File: config.mk
export PLATFORM = sky130hd
export DESIGN_NAME = pid_velocity_controller_top
export DESIGN_NICKNAME = d
export VERILOG_FILES = /design/src/pvc_pkg.sv /design/src/pvc_mul.sv /design/src/pvc_div.sv /design/src/pid_velocity_controller_top.sv
export SDC_FILE = /design/constraint.sdc
export NUM_CORES = 2
export LEC_CHECK = 0
export BUFFER_PORTS_ARGS = -buffer_cell sky130_fd_sc_hd__buf_2
export CELL_PAD_IN_SITES_DETAIL_PLACEMENT = 1
export CELL_PAD_IN_SITES_GLOBAL_PLACEMENT = 1
export CORE_UTILIZATION = 35
export CTS_BUF_LIST = sky130_fd_sc_hd__clkbuf_16
export CTS_CLUSTER_SIZE = 10
export DETAILED_ROUTE_END_ITERATION = 8
export GPL_TIMING_DRIVEN = 0
export PLACE_DENSITY = 0.7
export REMOVE_ABC_BUFFERS = 1
export SETUP_SLACK_MARGIN = 0.15
export SLEW_MARGIN = 20
export SYNTH_ARGS = -nofsm -noshare
export SYNTH_HDL_FRONTEND = slang
export SYNTH_SLANG_ARGS = --single-unit
export TNS_END_PERCENT = 1
File: constraint.sdc
create_clock -name clk -period 11.45 [get_ports clk]
set_input_delay 0.5725 -clock clk [delete_from_list [all_inputs] [get_ports clk]]
set_output_delay 0.5725 -clock clk [all_outputs]
set_load 0.005 [all_outputs]
File: src/pvc_pkg.sv
// Shared constants for the PID velocity controller.
// Widths of the shared multiplier and of the divider, register indexes and reset values.
// No dependencies.
package pvc_pkg;

  localparam int MUL_W     = 32;
  localparam int PROD_W    = 2 * MUL_W;
  localparam int DIV_NUM_W = 50;
  localparam int DIV_DEN_W = 24;
  localparam int DIV_CNT_W = $clog2(DIV_NUM_W + 1);

  localparam int CFG_IDX_W  = 2;
  localparam int CFG_DATA_W = 24;

  localparam logic [CFG_IDX_W-1:0] REG_GAIN_P        = 2'd0;
  localparam logic [CFG_IDX_W-1:0] REG_GAIN_I        = 2'd1;
  localparam logic [CFG_IDX_W-1:0] REG_GAIN_D        = 2'd2;
  localparam logic [CFG_IDX_W-1:0] REG_SAMPLE_PERIOD = 2'd3;

  localparam logic [15:0] GAIN_P_RESET = 16'd256;
  localparam logic [23:0] PERIOD_RESET = 24'd5592;

endpackage

File: src/pvc_mul.sv
// Shared unsigned multiplier with a registered product.
// Depends on pvc_pkg for operand widths.
module pvc_mul (
  input  logic                       clk,
  input  logic [pvc_pkg::MUL_W-1:0]  a,
  input  logic [pvc_pkg::MUL_W-1:0]  b,
  output logic [pvc_pkg::PROD_W-1:0] prod
);
  import pvc_pkg::*;

  logic [PROD_W-1:0] a_ext;
  logic [PROD_W-1:0] b_ext;

  assign a_ext = {{(PROD_W-MUL_W){1'b0}}, a};
  assign b_ext = {{(PROD_W-MUL_W){1'b0}}, b};

  always_ff @(posedge clk) begin
    prod <= a_ext * b_ext;
  end

endmodule

File: src/pvc_div.sv
// Restoring divider, one quotient bit per cycle.
// Depends on pvc_pkg for dividend, divisor and counter widths.
module pvc_div (
  input  logic                          clk,
  input  logic                          rst,
  input  logic                          start,
  input  logic [pvc_pkg::DIV_NUM_W-1:0] dividend,
  input  logic [pvc_pkg::DIV_DEN_W-1:0] divisor,
  output logic                          busy,
  output logic [pvc_pkg::DIV_NUM_W-1:0] quotient
);
  import pvc_pkg::*;

  logic [DIV_DEN_W-1:0] den;
  logic [DIV_DEN_W-1:0] rem;
  logic [DIV_NUM_W-1:0] quo;
  logic [DIV_CNT_W-1:0] cnt;
  logic [DIV_DEN_W:0]   trial;
  logic [DIV_DEN_W:0]   diff;
  logic                 fits;

  assign trial = {rem, quo[DIV_NUM_W-1]};
  assign diff  = trial - {1'b0, den};
  assign fits  = trial >= {1'b0, den};

  always_ff @(posedge clk) begin
    if (rst) begin
      cnt <= '0;
    end else if (start) begin
      cnt <= DIV_CNT_W'(DIV_NUM_W);
    end else if (cnt != '0) begin
      cnt <= cnt - 1'b1;
    end
  end

  always_ff @(posedge clk) begin
    if (start) begin
      den <= divisor;
      rem <= '0;
      quo <= dividend;
    end else if (cnt != '0) begin
      rem <= fits ? diff[DIV_DEN_W-1:0] : trial[DIV_DEN_W-1:0];
      quo <= {quo[DIV_NUM_W-2:0], fits};
    end
  end

  assign busy     = cnt != '0;
  assign quotient = quo;

endmodule

File: src/pid_velocity_controller_top.sv
// PID velocity controller: sequencer, state and config registers around a shared
// multiplier (pvc_mul) and a bit-serial divider (pvc_div). Depends on pvc_pkg.
// A compute item runs from input to result transfer in a time set by the divider's 50
// single-bit steps; a clear item goes straight to its result. One item at a time.
// Reset (rst, synchronous) clears the integral sum, previous error and out_valid,
// and loads gain_p = 1.0, gain_i = gain_d = 0, sample_period = 5592.
module pid_velocity_controller_top (
  input  logic                           clk,
  input  logic                           rst,
  input  logic                           cfg_wr_en,
  input  logic [pvc_pkg::CFG_IDX_W-1:0]  cfg_index,
  input  logic [pvc_pkg::CFG_DATA_W-1:0] cfg_data,
  input  logic                           in_valid,
  output logic                           in_ready,
  input  logic                           mode,
  input  logic signed [15:0]             command,
  input  logic signed [15:0]             measured,
  output logic                           out_valid,
  input  logic                           out_ready,
  output logic signed [31:0]             drive
);
  import pvc_pkg::*;

  localparam int ACC_W = 53;

  localparam logic [3:0] S_IDLE     = 4'd0;
  localparam logic [3:0] S_PREP     = 4'd1;
  localparam logic [3:0] S_M_D      = 4'd2;
  localparam logic [3:0] S_M_P      = 4'd3;
  localparam logic [3:0] S_M_K      = 4'd4;
  localparam logic [3:0] S_M_LO     = 4'd5;
  localparam logic [3:0] S_M_HI     = 4'd6;
  localparam logic [3:0] S_I_SUM    = 4'd7;
  localparam logic [3:0] S_I_ACC    = 4'd8;
  localparam logic [3:0] S_WAIT_DIV = 4'd9;
  localparam logic [3:0] S_DONE     = 4'd10;

  logic [3:0]  state;
  logic [3:0]  state_next;

  logic [15:0] gain_p;
  logic [15:0] gain_i;
  logic [15:0] gain_d;
  logic [23:0] sample_period;

  logic [31:0] error_sum;
  logic [16:0] previous_error;
  logic [16:0] err;

  logic [15:0] e_mag;
  logic        e_neg;
  logic [31:0] s_mag;
  logic        s_neg;
  logic [17:0] de_mag;
  logic        de_neg;

  logic [19:0] kt_hi;
  logic [31:0] lo_sh;
  logic [52:0] isum;
  logic [ACC_W-1:0] acc;
  logic [ACC_W-1:0] acc_next;

  logic [32:0] sum_ext;
  logic [31:0] sum_sat;
  logic [17:0] de_ext;

  logic [MUL_W-1:0]     mul_a;
  logic [MUL_W-1:0]     mul_b;
  logic [PROD_W-1:0]    prod;
  logic                 div_start;
  logic                 div_busy;
  logic [DIV_NUM_W-1:0] quotient;

  logic [DIV_NUM_W-1:0] term_mag;
  logic                 term_neg;
  logic [ACC_W-1:0]     term_ext;

  logic        in_xfer;
  logic        out_load;
  logic [31:0] drive_sat;

  assign in_ready = state == S_IDLE;
  assign in_xfer  = in_valid && in_ready;
  assign out_load = (state == S_DONE) && (!out_valid || out_ready);

  // config writes
  always_ff @(posedge clk) begin
    if (rst) begin
      gain_p        <= GAIN_P_RESET;
      gain_i        <= '0;
      gain_d        <= '0;
      sample_period <= PERIOD_RESET;
    end else if (cfg_wr_en) begin
      unique case (cfg_index)
        REG_GAIN_P:
          gain_p <= (cfg_data[15:0] == '0) ? GAIN_P_RESET : cfg_data[15:0];
        REG_GAIN_I:
          gain_i <= cfg_data[15:0];
        REG_GAIN_D:
          gain_d <= cfg_data[15:0];
        REG_SAMPLE_PERIOD:
          sample_period <= (cfg_data == '0) ? 24'd1 : cfg_data;
        default: ;
      endcase
    end
  end

  // integral update and error difference
  assign sum_ext = {error_sum[31], error_sum} + {{16{err[16]}}, err};
  assign de_ext  = {err[16], err} - {previous_error[16], previous_error};

  always_comb begin
    if (sum_ext[32] != sum_ext[31]) begin
      sum_sat = sum_ext[32] ? 32'h8000_0000 : 32'h7FFF_FFFF;
    end else begin
      sum_sat = sum_ext[31:0];
    end
  end

  // sequencer
  always_comb begin
    state_next = state;
    unique case (state)
      S_IDLE:     if (in_xfer) state_next = mode ? S_DONE : S_PREP;
      S_PREP:     state_next = S_M_D;
      S_M_D:      state_next = S_M_P;
      S_M_P:      state_next = S_M_K;
      S_M_K:      state_next = S_M_LO;
      S_M_LO:     state_next = S_M_HI;
      S_M_HI:     state_next = S_I_SUM;
      S_I_SUM:    state_next = S_I_ACC;
      S_I_ACC:    state_next = S_WAIT_DIV;
      S_WAIT_DIV: if (!div_busy) state_next = S_DONE;
      S_DONE:     if (out_load) state_next = S_IDLE;
      default:    state_next = S_IDLE;
    endcase
  end

  always_ff @(posedge clk) begin
    if (rst) begin
      state <= S_IDLE;
    end else begin
      state <= state_next;
    end
  end

  // shared multiplier operands
  always_comb begin
    mul_a = '0;
    mul_b = '0;
    unique case (state)
      S_M_D: begin
        mul_a = {16'b0, gain_d};
        mul_b = {14'b0, de_mag};
      end
      S_M_P: begin
        mul_a = {16'b0, gain_p};
        mul_b = {16'b0, e_mag};
      end
      S_M_K: begin
        mul_a = {16'b0, gain_i};
        mul_b = {8'b0, sample_period};
      end
      S_M_LO: begin
        mul_a = {12'b0, prod[19:0]};
        mul_b = s_mag;
      end
      S_M_HI: begin
        mul_a = {12'b0, kt_hi};
        mul_b = s_mag;
      end
      default: ;
    endcase
  end

  pvc_mul u_mul (
    .clk  (clk),
    .a    (mul_a),
    .b    (mul_b),
    .prod (prod)
  );

  assign div_start = state == S_M_P;

  pvc_div u_div (
    .clk      (clk),
    .rst      (rst),
    .start    (div_start),
    .dividend ({prod[33:0], 16'b0}),
    .divisor  (sample_period),
    .busy     (div_busy),
    .quotient (quotient)
  );

  // signed accumulate of P, I and D magnitudes
  always_comb begin
    term_mag = '0;
    term_neg = 1'b0;
    unique case (state)
      S_M_K: begin
        term_mag = {26'b0, prod[31:8]};
        term_neg = e_neg;
      end
      S_I_ACC: begin
        term_mag = {10'b0, isum[52:13]};
        term_neg = s_neg;
      end
      S_WAIT_DIV: begin
        term_mag = quotient;
        term_neg = de_neg;
      end
      default: ;
    endcase
  end

  assign term_ext = {{(ACC_W-DIV_NUM_W){1'b0}}, term_mag};
  assign acc_next = term_neg ? acc - term_ext : acc + term_ext;

  // datapath registers
  always_ff @(posedge clk) begin
    if (in_xfer) begin
      err <= {command[15], command} - {measured[15], measured};
      acc <= '0;
    end
    if (state == S_PREP) begin
      e_neg  <= err[16];
      e_mag  <= err[16] ? 16'(17'd0 - err) : err[15:0];
      s_neg  <= sum_sat[31];
      s_mag  <= sum_sat[31] ? 32'd0 - sum_sat : sum_sat;
      de_neg <= de_ext[17];
      de_mag <= de_ext[17] ? 18'd0 - de_ext : de_ext;
    end
    if (state == S_M_LO) begin
      kt_hi <= prod[39:20];
    end
    if (state == S_M_HI) begin
      lo_sh <= prod[51:20];
    end
    if (state == S_I_SUM) begin
      isum <= {1'b0, prod[51:0]} + {21'b0, lo_sh};
    end
    if (state == S_M_K || state == S_I_ACC || (state == S_WAIT_DIV && !div_busy)) begin
      acc <= acc_next;
    end
  end

  // controller state
  always_ff @(posedge clk) begin
    if (rst) begin
      error_sum      <= '0;
      previous_error <= '0;
    end else if (in_xfer && mode) begin
      error_sum      <= '0;
      previous_error <= '0;
    end else if (state == S_PREP) begin
      error_sum      <= sum_sat;
      previous_error <= err;
    end
  end

  // output saturation and register
  always_comb begin
    if (acc[ACC_W-1] && !(&acc[ACC_W-1:31])) begin
      drive_sat = 32'h8000_0000;
    end else if (!acc[ACC_W-1] && (|acc[ACC_W-2:31])) begin
      drive_sat = 32'h7FFF_FFFF;
    end else begin
      drive_sat = acc[31:0];
    end
  end

  always_ff @(posedge clk) begin
    if (rst) begin
      out_valid <= 1'b0;
    end else if (out_load) begin
      out_valid <= 1'b1;
    end else if (out_ready) begin
      out_valid <= 1'b0;
    end
  end

  always_ff @(posedge clk) begin
    if (out_load) begin
      drive <= drive_sat;
    end
  end

endmodule
==> results_dict.tcl <==
set metrics [dict create \
    switching_power_uw 7004 \
    synth.most_common_cell "nand2_1" \
    grt_antenna_before_repair 3 \
    start_kind "flop" \
    cap_violations 0 \
    cp.arrival_ps 11410 \
    p_int_uw 7278 \
    grt_pass1_wl_um 270800 \
    cts_sinks 545 \
    drt-initial-drc-count 2734 \
    synth_largest_area_cell "fa_1" \
    yosysSeqAreaShare 0.2748 \
    switching_share 0.4904 \
    maxSlewViolCount 0 \
    seqPwrFrac 0.241 \
    avgRoutedWirePerCell_um 22.27 \
    postRouteWirelength_um 175400 \
    tightest_slew_ps 1241 \
    initial_core_util 0.3527 \
    fin_tns_setup_ps 0 \
    ant_nets 0 \
    synth_enable_flop_cells 321 \
    pwr-share-clk 0.155 \
    hold_depth 3 \
    clock_path_buffers 3 \
    clk_latency_ps 680 \
    hold_viol_final 0 \
    rsz0062_at_grt "no" \
    yosysWarningCount 0 \
    startpoint "state[2]" \
    hold_path.class "primary input to flop" \
    fin_cells 7878 \
    fill_cells 17190 \
    dp_cells 7736 \
    num-nets-final 6845 \
    cts_setup_buffers 0 \
    rows 140 \
    synth_area_sq_um 51400 \
    syn_area_per_cell_sq_um 8.694 \
    power_density_nw_per_um2 251.4 \
    crit_type "flop to flop" \
    die-area_sq_um 148400 \
    timing.rr.end "u_mul.prod[50]" \
    ios 98 \
    clk_pin_slew_ps 60 \
    grt_overflow_total 0 \
    slew_headroom 0.1701 \
    finClkSkew_ps 27.34 \
    ys_async_sr_fraction 0 \
    holdCritStartpoint "cfg_data[20]" \
    setup_viol 0 \
    ir_worst_vdd_v 0.0001688 \
    status "finished clean" \
    firstDrtPassIters 5 \
    ctsHtreeMaxLevel 3 \
    worstSetupEndpointType "flop" \
    p_leak_uw 0.02489 \
    crit_family "adder cells" \
    syn2layout_area_growth_pct 10.52 \
    cp_slowest_stage_delay_ps 710 \
    reg2reg_from "state[2]" \
    cp_slowest_cell "nand4_1" \
    drt-vias-per-instance 5.426 \
    hold_end "sample_period[20]" \
    layout_min_cycle_time_ps 10860 \
    grt_max_degree 112 \
    critPathBufInv 9 \
    finalCritPeriodShare 0.9486 \
    post-dp-hpwl_um 137600 \
    syn_inst 5912 \
    grt.total_usage 0.2372 \
    yosysUniqueCellTypes 87 \
    die_height_um 385.2 \
    synth-seq-cells 545 \
    finalPower_uw 14280 \
    first_global_vias 45720 \
    reg2reg_depth 32 \
    cp_common_cell "fa_1" \
    clock.fmax_mhz 92.07 \
    combPwrFrac 0.604 \
    drc 0 \
    via_count 42750 \
    fp.dieW_um 385.2 \
    synthTopCellsByCount "1030 x nand2_1, 787 x inv_1, 605 x nor2_1" \
    yosys.area.top_type_share 0.2107 \
    rrSetupSlack_ps 590 \
    cts_root_buf "clkbuf_16" \
    gp_congestion 0.8890 \
    core_area_sq_um 145700 \
    drive_above_1_share 0.05991 \
    tritoncts "yes" \
    yosys_most_used_dff "edfxtp_1" \
    cts_made_buffers 73 \
    required_ps 12000 \
    portBuffers 97 \
    regArea_sq_um 14130 \
    cp_max_fo 22 \
    multi_input_area_sq_um 33540 \
    yosys-top-cells-area "fa_1 21%, edfxtp_1 19%, dfxtp_1 8.7%" \
]
==> layer usage <==
| metal | routed length, um | global-route usage | vias up |
|---|---|---|---|
| li1 | - | - | 19440 |
| met1 | 76300 | 0.3099 | 21890 |
| met2 | 82750 | 0.3991 | 1111 |
| met3 | 9551 | 0.03274 | 311 |
| met4 | 6802 | 0.08476 | 0 |
| met5 | 0 | 0 | - |
==> worst register-to-register path, delay by kind of cell, from the launching register on <==
family	cells	cell delay, ps
compound gates	10	2690
fa+ha+maj	8	3840
buf+inv	9	1270
flops	1	670
simple gates	5	2280
==> state kept, by name, summed over array words and instances (netlist names), 18 cells and up <==
signal	count
kt_hi	20
sample_period	24
u_div.rem	24
drive	32
s_mag	32
error_sum	32
de_mag	18
u_div.den	24
isum	40
lo_sh	32
acc	53
u_mul.prod	52
u_div.quotient	50
==> what timing repair did <==
item                                    4_1_cts  5_1_grt
hold buffers                                  0        0
gates resized for setup                       1        6
hold endpoints to repair                      0        0
cloned                                        0        2
endpoints found under the setup margin        5       10
pin swaps                                     1        4
==> metrics by stage <==
stage	util	instance area, sq um	setup slack, ps	hold slack [ps]
2_1_floorplan	-	50380	-1200	424.8
3_3_place_gp	0.3655	53270	-14980	442.1
3_5_place_dp	0.3735	54440	0.9175	448.4
4_1_cts	0.3892	56730	185.2	131.4
5_1_grt	0.3898	56800	175.1	155.5
6_report	0.3898	56810	588.3	169.8
==> cells in the final DEF, fill, tap and decap left out, types with 17 or more instances in the layout <==
cell,instances
nand3_1,66
fa_1,541
a21boi_0,19
edfxtp_1,321
and2_1,23
and3_1,27
mux2i_1,17
nand2_1,1029
nor4_1,24
nor3_1,74
o21a_1,29
ha_1,341
inv_1,815
a211oi_1,42
o21bai_1,21
nand4_1,69
and4_1,29
clkbuf_16,74
o31ai_1,23
xnor2_1,170
nor2b_1,38
or3_1,22
nand2b_1,39
dfxtp_1,220
xor2_1,101
o21ai_0,203
nand3b_1,21
buf_4,22
buf_2,105
a22oi_1,51
a21oi_1,333
nor2_1,598
a21o_1,104
a31oi_1,33
buf_6,25
==> kinds of logic after synthesis <==
logic type	after synthesis	share of synthesized area
muxes	20	0.004016
adders and majority gates	882	0.2937
buffers and inverters	1054	0.07738
AOI/OAI and AO/OA	999	0.1220
and+or+nand+nor	2141	0.1820
DFF	545	0.2748
xor gates and xnor gates	271	0.04618
==> power by group through the flow <==
stage,Sequential [uW],Clock [uW],Combinational (uW)
global placement,3490,0,8090
finish,3440,2210,8630
detailed placement,3460,0,8500
floorplan,3250,0,6000
CTS,3430,2250,8580
global route,3490,2320,9500
==> cell type report <==
class / count / area share
timing repair buffer: 176 / 0.02605
inverter: 788 / 0.05233
clock inverter: 61 / 0.007687
tap: 1917 / 0.04222
multi-input combinational: 4315 / 0.5903
clock buffer: 74 / 0.03260
antenna: 2 / 0.00008810
sequential: 545 / 0.2487
==> worst max path at each step <==
stage               cells past startpoint              to  slack, ps
detailed placement                     31  u_mul.prod[50]        0.9
global route                           32  u_mul.prod[50]        180
CTS                                    30  u_mul.prod[50]        190
global placement                        3         acc[51]     -14980
finish                                 32  u_mul.prod[50]        590
floorplan                              28  u_mul.prod[50]      -1200
Note: power is estimated with default switching activity, not from simulation.
